==> config.mk <==
export PLATFORM = sky130hd
export DESIGN_NAME = tccw_front_flat
export DESIGN_NICKNAME = d
export VERILOG_FILES = /design/src/tccw_pkg.sv /design/src/tccw_if.sv /design/src/tccw_front.sv /design/src/flat_wrapper.sv
export SDC_FILE = /design/constraint.sdc
export NUM_CORES = 1
export LEC_CHECK = 0
export BUFFER_PORTS_ARGS = -buffer_cell sky130_fd_sc_hd__buf_2
export CAP_MARGIN = 40
export CORE_MARGIN = 2
export CORE_UTILIZATION = 35
export DETAILED_ROUTE_END_ITERATION = 16
export GPL_TIMING_DRIVEN = 0
export SYNTH_ARGS = -nofsm -noshare
export SYNTH_HDL_FRONTEND = slang
export SYNTH_SLANG_ARGS = --single-unit
==> constraint.sdc <==
create_clock -name clk -period 3.45 [get_ports clk]
set_clock_uncertainty 0.2 [all_clocks]
set_input_delay 0.69 -clock clk [delete_from_list [all_inputs] [get_ports clk]]
set_output_delay 0.69 -clock clk [all_outputs]
set_load 0.005 [all_outputs]
==> src/tccw_pkg.sv <==
// Package: constants, types and opcodes of the text console writer.
package tccw_pkg;
    localparam int COLS   = 80;
    localparam int ROWS   = 25;
    localparam int CELLS  = COLS * ROWS;
    localparam int ADDR_W = $clog2(CELLS);
    localparam int POS_W  = $clog2(2 * CELLS + 2);
    localparam int COL_W  = $clog2(COLS);
    localparam int CUR_W  = 11;
    localparam int CODE_W = 9;
    localparam int TC_W   = 11;
    localparam int RA_W   = 11;
    localparam int DATA_W = 16;
    localparam int QDEPTH = 2;

    localparam logic [POS_W-1:0] CELLS_P    = POS_W'(CELLS);
    localparam logic [POS_W-1:0] COLS_P     = POS_W'(COLS);
    localparam logic [POS_W-1:0] SCROLL_AT  = POS_W'((ROWS - 1) * COLS);
    localparam logic [POS_W-1:0] SCROLL_LEN = POS_W'((ROWS - 2) * COLS);
    localparam logic [COL_W-1:0] COL_LAST   = COL_W'(COLS - 1);

    localparam logic [CODE_W-1:0] CODE_NEWLINE   = CODE_W'(10);
    localparam logic [CODE_W-1:0] CODE_BACKSPACE = CODE_W'(256);
    localparam logic [7:0]        ATTR_NORMAL    = 8'h07;
    localparam logic [DATA_W-1:0] BLANK_CELL     = 16'h0720;

    localparam logic OPC_PUT  = 1'b0;
    localparam logic OPC_READ = 1'b1;

    typedef enum logic [1:0] {
        OP_READ,
        OP_NEWLINE,
        OP_BACKSPACE,
        OP_CHAR
    } op_kind_t;

    typedef struct packed {
        op_kind_t          kind;
        logic [7:0]        chr;
        logic [TC_W-1:0]   tc;
        logic [RA_W-1:0]   addr;
    } work_item_t;

    typedef enum logic [3:0] {
        S_CLEAR,
        S_IDLE,
        S_RDWAIT,
        S_COPY,
        S_PUTCHAR,
        S_CHECK,
        S_ZERO,
        S_BLANK,
        S_DONE
    } back_state_t;
endpackage

==> src/tccw_if.sv <==
// Channel interfaces: request and response, valid/ready handshake.
interface tccw_req_if;
    logic                      valid;
    logic                      ready;
    logic                      opcode;
    logic [tccw_pkg::CODE_W-1:0] char_code;
    logic [tccw_pkg::TC_W-1:0]   trailing_cells;
    logic [tccw_pkg::RA_W-1:0]   read_address;
    modport source (output valid, opcode, char_code, trailing_cells, read_address,
                    input ready);
    modport sink   (input valid, opcode, char_code, trailing_cells, read_address,
                    output ready);
endinterface


==> src/tccw_front.sv <==
// Front end: accepts request transactions, classifies them, queues them.
module tccw_front (
    input  logic                 clk,
    input  logic                 rst_n,
    tccw_req_if.sink             req,
    input  logic                 hold,
    input  logic                 pop,
    output logic                 q_valid,
    output tccw_pkg::work_item_t q_item
);
    import tccw_pkg::*;

    work_item_t           q_reg [QDEPTH];
    logic [$clog2(QDEPTH)-1:0] wp_reg, rp_reg;
    logic [$clog2(QDEPTH):0]   cnt_reg;
    work_item_t           item;
    logic                 push;

    always_comb
    begin
        item.chr  = req.char_code[7:0];
        item.tc   = req.trailing_cells;
        item.addr = req.read_address;
        if (req.opcode == OPC_READ)
            item.kind = OP_READ;
        else if (req.char_code == CODE_NEWLINE)
            item.kind = OP_NEWLINE;
        else if (req.char_code == CODE_BACKSPACE)
            item.kind = OP_BACKSPACE;
        else
            item.kind = OP_CHAR;
    end

    assign req.ready = (cnt_reg < ($clog2(QDEPTH)+1)'(QDEPTH)) && !hold;
    assign push      = req.valid && req.ready;
    assign q_valid   = cnt_reg != '0;
    assign q_item    = q_reg[rp_reg];

    always_ff @(posedge clk)
    begin
        if (push)
        begin
            q_reg[wp_reg] <= item;
        end
    end

    always_ff @(posedge clk or negedge rst_n)
    begin
        if (!rst_n)
        begin
            wp_reg  <= '0;
            rp_reg  <= '0;
            cnt_reg <= '0;
        end
        else
        begin
            if (push)
                wp_reg <= wp_reg + 1'b1;
            if (pop && q_valid)
                rp_reg <= rp_reg + 1'b1;
            cnt_reg <= cnt_reg + ($clog2(QDEPTH)+1)'(push)
                               - ($clog2(QDEPTH)+1)'(pop && q_valid);
        end
    end
endmodule

==> src/flat_wrapper.sv <==
// flat-port wrapper written by rule: the top's interface ports become plain ports
module tccw_front_flat import tccw_pkg::*;
  (clk, rst_n, hold, pop, q_valid, q_item, req_valid, req_opcode, req_char_code, req_trailing_cells, req_read_address, req_ready);
  tccw_req_if req_i ();
  input  logic clk;
  input  logic rst_n;
  input  logic hold;
  input  logic pop;
  output logic q_valid;
  output tccw_pkg::work_item_t q_item;
  input wire logic [$bits(req_i.valid)-1:0] req_valid;
  input wire logic [$bits(req_i.opcode)-1:0] req_opcode;
  input wire logic [$bits(req_i.char_code)-1:0] req_char_code;
  input wire logic [$bits(req_i.trailing_cells)-1:0] req_trailing_cells;
  input wire logic [$bits(req_i.read_address)-1:0] req_read_address;
  output wire logic [$bits(req_i.ready)-1:0] req_ready;
  assign req_i.valid = req_valid;
  assign req_i.opcode = req_opcode;
  assign req_i.char_code = req_char_code;
  assign req_i.trailing_cells = req_trailing_cells;
  assign req_i.read_address = req_read_address;
  assign req_ready = req_i.ready;
  tccw_front u_core (.clk(clk), .rst_n(rst_n), .req(req_i), .hold(hold), .pop(pop), .q_valid(q_valid), .q_item(q_item));
endmodule
; ---- Word level (Yosys, flattened, before mapping)
; Memories as Yosys holds them, arrays and structs flattened.
; Index checks and enable logic that the tools add are counted.
[totals]
latchBits = 0
word_cells = 21
ram_bits = 64
reg_bits = 4
n_memories = 1
out_inout_bits = 34
mem_bits_ro = 0
in_bits = 37
[mem_list]
columns = memory, words, word_bits, rd, rd_clocked_by_memory_dff, wr, line_no
row1 = u_core.q_reg, 2, 32, 1, 0, 1, tccw_front.sv:13  ; work_item_t q_reg [QDEPTH];
[classes]
mux = 5
n_div = 0
multipliers = 0
magnitude_cmp = 1
n_bitwise = 0
shifts = 0
reduce_logical = 5
eq_ne = 2
add_sub_neg = 4
[ops]
columns = cell, n
row1 = "== test 9 x 4 -> 1 bit, second input constant", 1
row2 = "== test 9 bit, second input constant", 1
row3 = 2-to-1 mux 2 bit, 2
row4 = logical AND 1 bit, 3
row5 = 2-to-1 mux 1 bit, 3
row6 = "adder 1 bit, second input constant", 2
row7 = adder 2 x 1 -> 2 bit, 1
row8 = "less-than comparator 2 bit, second input constant", 1
row9 = nonzero test 2 bit, 1
row10 = subtractor 2 x 1 -> 2 bit, 1
row11 = logical NOT 1 bit, 1

; ---- Depth between registers and ports, before layout
; Gate-level depths: netlist (run 1).
[logic_depth]
ltp_word = 5
depth_mapped = 6

; ---- Worst setup path after synthesis (run 1)
; OpenSTA, ideal clock, no wires.
[synth_path]
path_type = input-to-reg
from = input hold
to = memory u_core.q_reg[0][0] (netlist bit), enable pin
setup_time_ps = 425
cell_stages = 2
t_arrival_ps = 2400
setup_slack_ps = 425
required_ps = 2825
cell_sequence = nor3b_4 nor2b_1
[synth_via]
elab_chain_cells = 5
[synth_rtl]
columns = item, line_no
row1 = start: declaration, flat_wrapper.sv:7  ; input logic hold;
row2 = logical NOT 1 bit, tccw_front.sv:34  ; assign req.ready = (cnt_reg < ($clog2(QDEPTH)+1)'(QDEPTH)) && !hold;
row3 = logical AND 1 bit, tccw_front.sv:34
row4 = logical AND 1 bit, tccw_front.sv:35  ; assign push = req.valid && req.ready;
row5 = 2-to-1 mux 1 bit, tccw_front.sv:41  ; if (push)
row6 = 2-to-1 mux 1 bit (not written as such), tccw_front.sv:43  ; q_reg[wp_reg] <= item;
row7 = end: declaration, tccw_front.sv:13
; Every way passes these cells.

==> results.toml, run 1 <==
[clock_network]
cts_max_path_buffers = 2
hold_buffers = 1
tritoncts = "done"
clk_latency_ns = 0.33
number_of_setup_buffers_added_after_cts = 0
numCtsBuffers = 9
cts-htree-levels = 3
clk_pin_slew_ns = 0.07
cts_repair_resize_count = 0
clock-sinks = 68
cts_root_buffer = "sky130_fd_sc_hd__clkbuf_8"

[sta]
setup_repair_after_global_routing_missed_its_margin = "no"
layout_min_cycle_time_ns = 2.325
setup-violations-final = 0
drv_slew = 0
slew-limit-headroom_pct = 45.35
period_share_pct = 67.40
tightestPinTransition_ns = 0.8197
totalNegativeSetupSlack_ns = 0
hold_viol = 0
highest_attainable_clock_frequency_ghz = 0.4301

[floorplanning]
die_area_sq_um = 8481
floorplan.die.height_um = 92.10
starting_density_of_the_core_pct = 35.71
die_w_um = 92.10
num_rows = 32
io_pins = 71
core_area_sq_um = 7607

[critical_path]
worst-r2r-setup-slack_ns = 1.40
critical_path_peak_fanout = 10
timing.rr.end = "u_core.q_reg[1][14]$_DFFE_PP_"
crit_end_category = "output pin"
worst-endpoint-required_ns = 2.56
critical_path.startpoint = "u_core.rp_reg$_DFFE_PN0P_"
setup_crit_path_kind = "reg2out"
rr_worst_depth = 2
crit_chain = "buf_6 -> buf_12 -> mux2_4 -> buf_2"
critical_path.endpoint = "q_item[24]"
cp_slowest_stage_delay_ns = 0.37
cp.arrival_ns = 1.44
reg2reg_start = "u_core.cnt_reg[1]$_DFF_PN0_"
cp-start-kind = "register"
crit_slowest_cell = "sky130_fd_sc_hd__dfrtp_1"

[pwr]
p_leak_nw = 1.399
pwr-share-clk_pct = 29.9
finalPower_w = 0.002581
sw_frac_of_total_pct = 24.68
power_per_cell_area_nw_per_um2 = 741.6
power.ir.vdd_worst_mv = 0.2544
total_switching_power_w = 0.0006372
sequentialPowerShare_pct = 40.8
share_comb_of_total_power_pct = 29.2
internal-power_w = 0.001944

[drt]
vias = 1340
post_drt_via_cell_ratio = 4.268
finalWirelength_um = 4304
router_iterations_before_antenna_repair = 3
remaining_antenna_violation_count = 0
drc = 0
wl_per_cell_um = 13.71
dr.first_iter.drc_count = 65

[synth]
synth-seq-cells = 68
synth_seq_area_share_pct = 74.44
synthesis.area_sq_um = 2716
netlist_instances = 124
syn-num-nets = 163
ys_types = 20
syn_avg_cell_area_sq_um = 21.91
yosys_warnings = 0

[worst_hold_path]
whs_path_depth = 1
min_path_type = "in2reg"

[final_layout]
final_net_count = 246
largest_register_ff_count = 64
nFillCells = 675
insertedDiodeCount = 0
area_growth_pct = 28.14
utilization_pct = 45.76
post_layout_nonfiller_instances = 314
drive_above_1_share_pct = 59.43

[global_routing]
grt_overflow_total = 0
grt_start_max_net_pins = 33
grt_pass1_wl_um = 6651
track_usage_pct = 10.81
grt_antenna_before_repair = 0
grt_pass1_vias = 1358

[run_status]
run_status = "complete, no violations"

[placement]
numPortBuffers = 70
place_congestion = 0.6908
dp.cells = 297
detailed_place_hpwl_um = 2875

[run]
maxCapViolCount = 0
[stage by stage]
step                area [sq um]  hold slack, ns  setup WS (ns)
floorplan                   2716          0.1944         0.4254
global placement            3194          0.2693        -0.6458
detailed placement          3231          0.3024          1.040
CTS                         3481          0.3201          1.101
global route                3481          0.3211          1.073
finish                      3481          0.3371          1.125
[cells in the mapped netlist]
cell                        n  share of area [%]
sky130_fd_sc_hd__xor2_1     2               0.64
sky130_fd_sc_hd__a41oi_1    1               0.32
sky130_fd_sc_hd__and3b_1    1               0.32
sky130_fd_sc_hd__nor3b_4    1               0.69
sky130_fd_sc_hd__o21a_1     1               0.28
sky130_fd_sc_hd__buf_6      1               0.41
sky130_fd_sc_hd__edfxtp_1  64                 71
sky130_fd_sc_hd__ha_1       2               0.92
sky130_fd_sc_hd__nor2_1     3               0.41
sky130_fd_sc_hd__mux2_4    29                 16
sky130_fd_sc_hd__nor2b_1    1               0.23
sky130_fd_sc_hd__a31oi_1    1               0.23
sky130_fd_sc_hd__inv_1      2               0.28
sky130_fd_sc_hd__mux2_2     3                1.2
sky130_fd_sc_hd__and2_1     1               0.23
sky130_fd_sc_hd__nor4_1     1               0.23
sky130_fd_sc_hd__or2_2      1               0.23
sky130_fd_sc_hd__buf_12     3                2.2
sky130_fd_sc_hd__xnor2_1    2               0.64
sky130_fd_sc_hd__dfrtp_1    4                3.7
[placed cells by master, fill, tap and decap left out]
cell                            synthesis  layout
sky130_fd_sc_hd__clkinv_4               0       2
sky130_fd_sc_hd__or2_2                  1       1
sky130_fd_sc_hd__and2_2                 0       1
sky130_fd_sc_hd__inv_1                  2       2
sky130_fd_sc_hd__clkbuf_8               0       9
sky130_fd_sc_hd__nor4_1                 1       1
sky130_fd_sc_hd__nor2_1                 3       3
sky130_fd_sc_hd__mux2_4                29      29
sky130_fd_sc_hd__ha_1                   2       2
sky130_fd_sc_hd__o21a_1                 1       1
sky130_fd_sc_hd__buf_6                  1       1
sky130_fd_sc_hd__xor2_1                 2       2
sky130_fd_sc_hd__buf_2                  0      70
sky130_fd_sc_hd__nor2b_4                0       1
sky130_fd_sc_hd__a41oi_1                1       1
sky130_fd_sc_hd__dfrtp_1                4       4
sky130_fd_sc_hd__buf_12                 3       3
sky130_fd_sc_hd__clkinv_2               0       1
sky130_fd_sc_hd__mux2_2                 3       3
sky130_fd_sc_hd__buf_16                 0       1
sky130_fd_sc_hd__bufinv_16              0       3
sky130_fd_sc_hd__a31oi_1                1       1
sky130_fd_sc_hd__clkbuf_1               0       1
sky130_fd_sc_hd__and3b_1                1       1
sky130_fd_sc_hd__edfxtp_1              64      64
sky130_fd_sc_hd__xnor2_1                2       2
sky130_fd_sc_hd__dlygate4sd3_1          0       1
sky130_fd_sc_hd__nor3b_4                1       1
[worst min path at each step]
stage / to / from
floorplan: u_core.cnt_reg[0]$_DFF_PN0_ / rst_n
detailed placement: u_core.cnt_reg[0]$_DFF_PN0_ / rst_n
finish: u_core.q_reg[0][17]$_DFFE_PP_ / req_trailing_cells[6]
CTS: u_core.q_reg[0][11]$_DFFE_PP_ / req_trailing_cells[0]
global placement: u_core.wp_reg$_DFFE_PN0P_ / u_core.wp_reg$_DFFE_PN0P_
global route: u_core.q_reg[1][12]$_DFFE_PP_ / req_trailing_cells[1]
[routing by layer]
metal | part of all wire (%) | GRT usage, % | vias to the layer above
met3 | 5.9 | 3.369 | 10
met4 | 2.7 | 7.090 | 0
met2 | 50 | 17.40 | 41
met1 | 42 | 12.41 | 639
met5 | 0 | 0 | -
li1 | - | - | 650
[power by group through the flow]
stage               logic (W)  registers [W]  clock network (W)
finish               0.000755        0.00105           0.000772
global route         0.000820        0.00106           0.000825
CTS                  0.000773        0.00106           0.000791
detailed placement   0.000773        0.00107                  0
global placement     0.000753        0.00107                  0
floorplan            0.000532        0.00106                  0
[logic make-up after synthesis]
logic type,Yosys count,synth area share [%]
fa+ha+maj,2,0.9211
simple gates,9,2.350
mux,32,17.27
xor+xnor,4,1.290
compound gates,3,0.8294
buf+inv,6,2.902
flops,68,74.44
[area by class of cell]
type	count	area, sq um	area share (%)
sequential	68	2022	58.09
multi-input combinational	50	624.3	17.94
timing repair buffer	72	387.9	11.14
clock buffer	10	127.6	3.666
tap	102	127.6	3.666
clock inverter	6	112.6	3.235
buffer	4	71.32	2.049
inverter	2	7.507	0.2157
[worst max-delay path: cells and delay by family (launching register included)]
family	cells	cell delay (ns)
DFF	1	0.37
buffers and inverters	3	0.43
muxes	1	0.29
Note: power is estimated with default switching activity, not from simulation.
==> inputs of run 2 (changes only) <==
==> constraint.sdc (replaced) <==
create_clock -name clk -period 2.2 [get_ports clk]
set_clock_uncertainty 0.2 [all_clocks]
set_input_delay 0.44 -clock clk [delete_from_list [all_inputs] [get_ports clk]]
set_output_delay 0.44 -clock clk [all_outputs]
set_load 0.005 [all_outputs]
==> results.toml, run 2 (synthesis gave the netlist of run 1 again) <==
[critical_path]
worst-r2r-setup-slack_ns = 0.39
reg2reg_start = "u_core.cnt_reg[1]$_DFF_PN0_"
timing.rr.end = "u_core.q_reg[1][23]$_DFFE_PP_"
worst-endpoint-required_ns = 1.56
crit_slowest_cell = "sky130_fd_sc_hd__dfrtp_1"
crit_chain = "buf_6 -> buf_12 -> mux2_4 -> buf_2"
critical_path.startpoint = "u_core.rp_reg$_DFFE_PN0P_"
cp-start-kind = "register"
crit_end_category = "output pin"
critical_path_peak_fanout = 10
cp_slowest_stage_delay_ns = 0.37
critical_path.endpoint = "q_item[2]"
setup_crit_path_kind = "reg2out"
cp.arrival_ns = 1.42
rr_worst_depth = 2

[clock_network]
numCtsBuffers = 9
clock-sinks = 68
tritoncts = "done"
cts_max_path_buffers = 2
clk_pin_slew_ns = 0.07
clk_latency_ns = 0.33
cts_root_buffer = "sky130_fd_sc_hd__clkbuf_8"
cts-htree-levels = 3

[floorplanning]
io_pins = 71
die_w_um = 92.10
num_rows = 32
floorplan.die.height_um = 92.10
die_area_sq_um = 8481
core_area_sq_um = 7607
starting_density_of_the_core_pct = 35.71

[sta]
tightestPinTransition_ns = 0.4434
setup-violations-final = 0
final_critical_path_setup_slack_ns = 0.1372
period_share_pct = 93.76
drv_slew = 0
layout_min_cycle_time_ns = 2.063
slew-limit-headroom_pct = 70.17
highest_attainable_clock_frequency_ghz = 0.4848
hold_viol = 0
fin_worst_hold_slack_ns = 0.09384
setup_repair_after_global_routing_missed_its_margin = "no"

[pwr]
power_per_cell_area_nw_per_um2 = 1124
p_leak_nw = 1.387
power.ir.vdd_worst_mv = 0.4721

[final_layout]
largest_register_ff_count = 64
area_growth_pct = 27.59
drive_above_1_share_pct = 58.96
final_net_count = 247
insertedDiodeCount = 0
layout.cells.most_common = "sky130_fd_sc_hd__buf_2"
layout_common_cells = "70 x sky130_fd_sc_hd__buf_2, 64 x sky130_fd_sc_hd__edfxtp_1, 29 x sky130_fd_sc_hd__mux2_4, 9 x sky130_fd_sc_hd__clkbuf_8"
utilization_pct = 45.56
nFillCells = 679
final_area_sq_um = 3466

[run]
maxCapViolCount = 0

[placement]
place_congestion = 0.6738
preCtsSetupSlack_ns = 0.01465
numPortBuffers = 70
detailed_place_hpwl_um = 2973
place_area_sq_um = 3231

[drt]
drc = 0
post_drt_via_cell_ratio = 4.369
router_iterations_before_antenna_repair = 4
dr.first_iter.drc_count = 36
remaining_antenna_violation_count = 0
wl_per_cell_um = 13.81
finalWirelength_um = 4335
vias = 1372

[global_routing]
grt_overflow_total = 0
grt_pass1_vias = 1420
grt_antenna_before_repair = 0
track_usage_pct = 11.28
grt_start_max_net_pins = 33
grt_pass1_wl_um = 6962

[worst_hold_path]
min_path_type = "in2reg"

[run_status]
run_status = "complete, no violations"
## run 2: worst max-delay path: cells and delay by family (launching register included)
kind                   cells  cell delay, ns
muxes                      1            0.30
DFF                        1            0.37
buffers and inverters      3            0.43
## run 2: area by class of cell
class | count | area (sq um) | area share [%]
plain buffers | 4 | 71.32 | 2.058
clock buffers | 9 | 123.9 | 3.574
clock inverters | 6 | 80.08 | 2.310
inverters | 2 | 7.507 | 0.2166
multi-input cells | 50 | 625.6 | 18.05
flip-flops and latches | 68 | 2022 | 58.34
well taps | 102 | 127.6 | 3.682
repair buffers | 73 | 407.9 | 11.77
## run 2: where the power goes
part | internal [W] | switching (W)
registers | 0.00159 | 0.0000655
logic | 0.000717 | 0.000479
clock network | 0.000621 | 0.000424
total | 0.00293 | 0.000968
## run 2: routing by layer
layer / wire, um / vias to the layer above / part of all wire, % / track usage [%]
li1: - / 647 / - / -
met1: 1850 / 678 / 43 / 13.00
met2: 2215 / 39 / 51 / 18.57
met3: 171 / 8 / 3.9 / 2.876
met4: 97 / 0 / 2.2 / 7.463
met5: 0 / - / 0 / 0
## run 2: how the worst min path moves through the flow
stage	from	endpoint	slack, ns	cells past startpoint
2_1_floorplan	rst_n	u_core.cnt_reg[0]$_DFF_PN0_	-0.06	0
3_3_place_gp	rst_n	u_core.cnt_reg[0]$_DFF_PN0_	0.05	1
3_5_place_dp	rst_n	u_core.cnt_reg[0]$_DFF_PN0_	0.06	1
4_1_cts	req_read_address[0]	u_core.q_reg[1][0]$_DFFE_PP_	0.08	1
5_1_grt	req_read_address[0]	u_core.q_reg[0][0]$_DFFE_PP_	0.08	1
6_report	req_read_address[3]	u_core.q_reg[0][3]$_DFFE_PP_	0.09	1
## run 2: through the flow
step | instances | setup TNS (ns) | power (W)
5_1_grt | 314 | 0 | 0.004105
3_3_place_gp | 296 | -20.75 | 0.002868
3_5_place_dp | 297 | 0 | 0.002896
2_1_floorplan | 124 | 0 | 0.002505
4_1_cts | 313 | 0 | 0.003958
6_report | 314 | 0 | 0.003894
## run 2: timing repair
action / CTS / global route
hold buffers: 1 / 0
hold endpoints to repair: 4 / 0
endpoints found under the setup margin: 0 / 48
resized for setup: 0 / 1
buffers inserted: 0 / 1
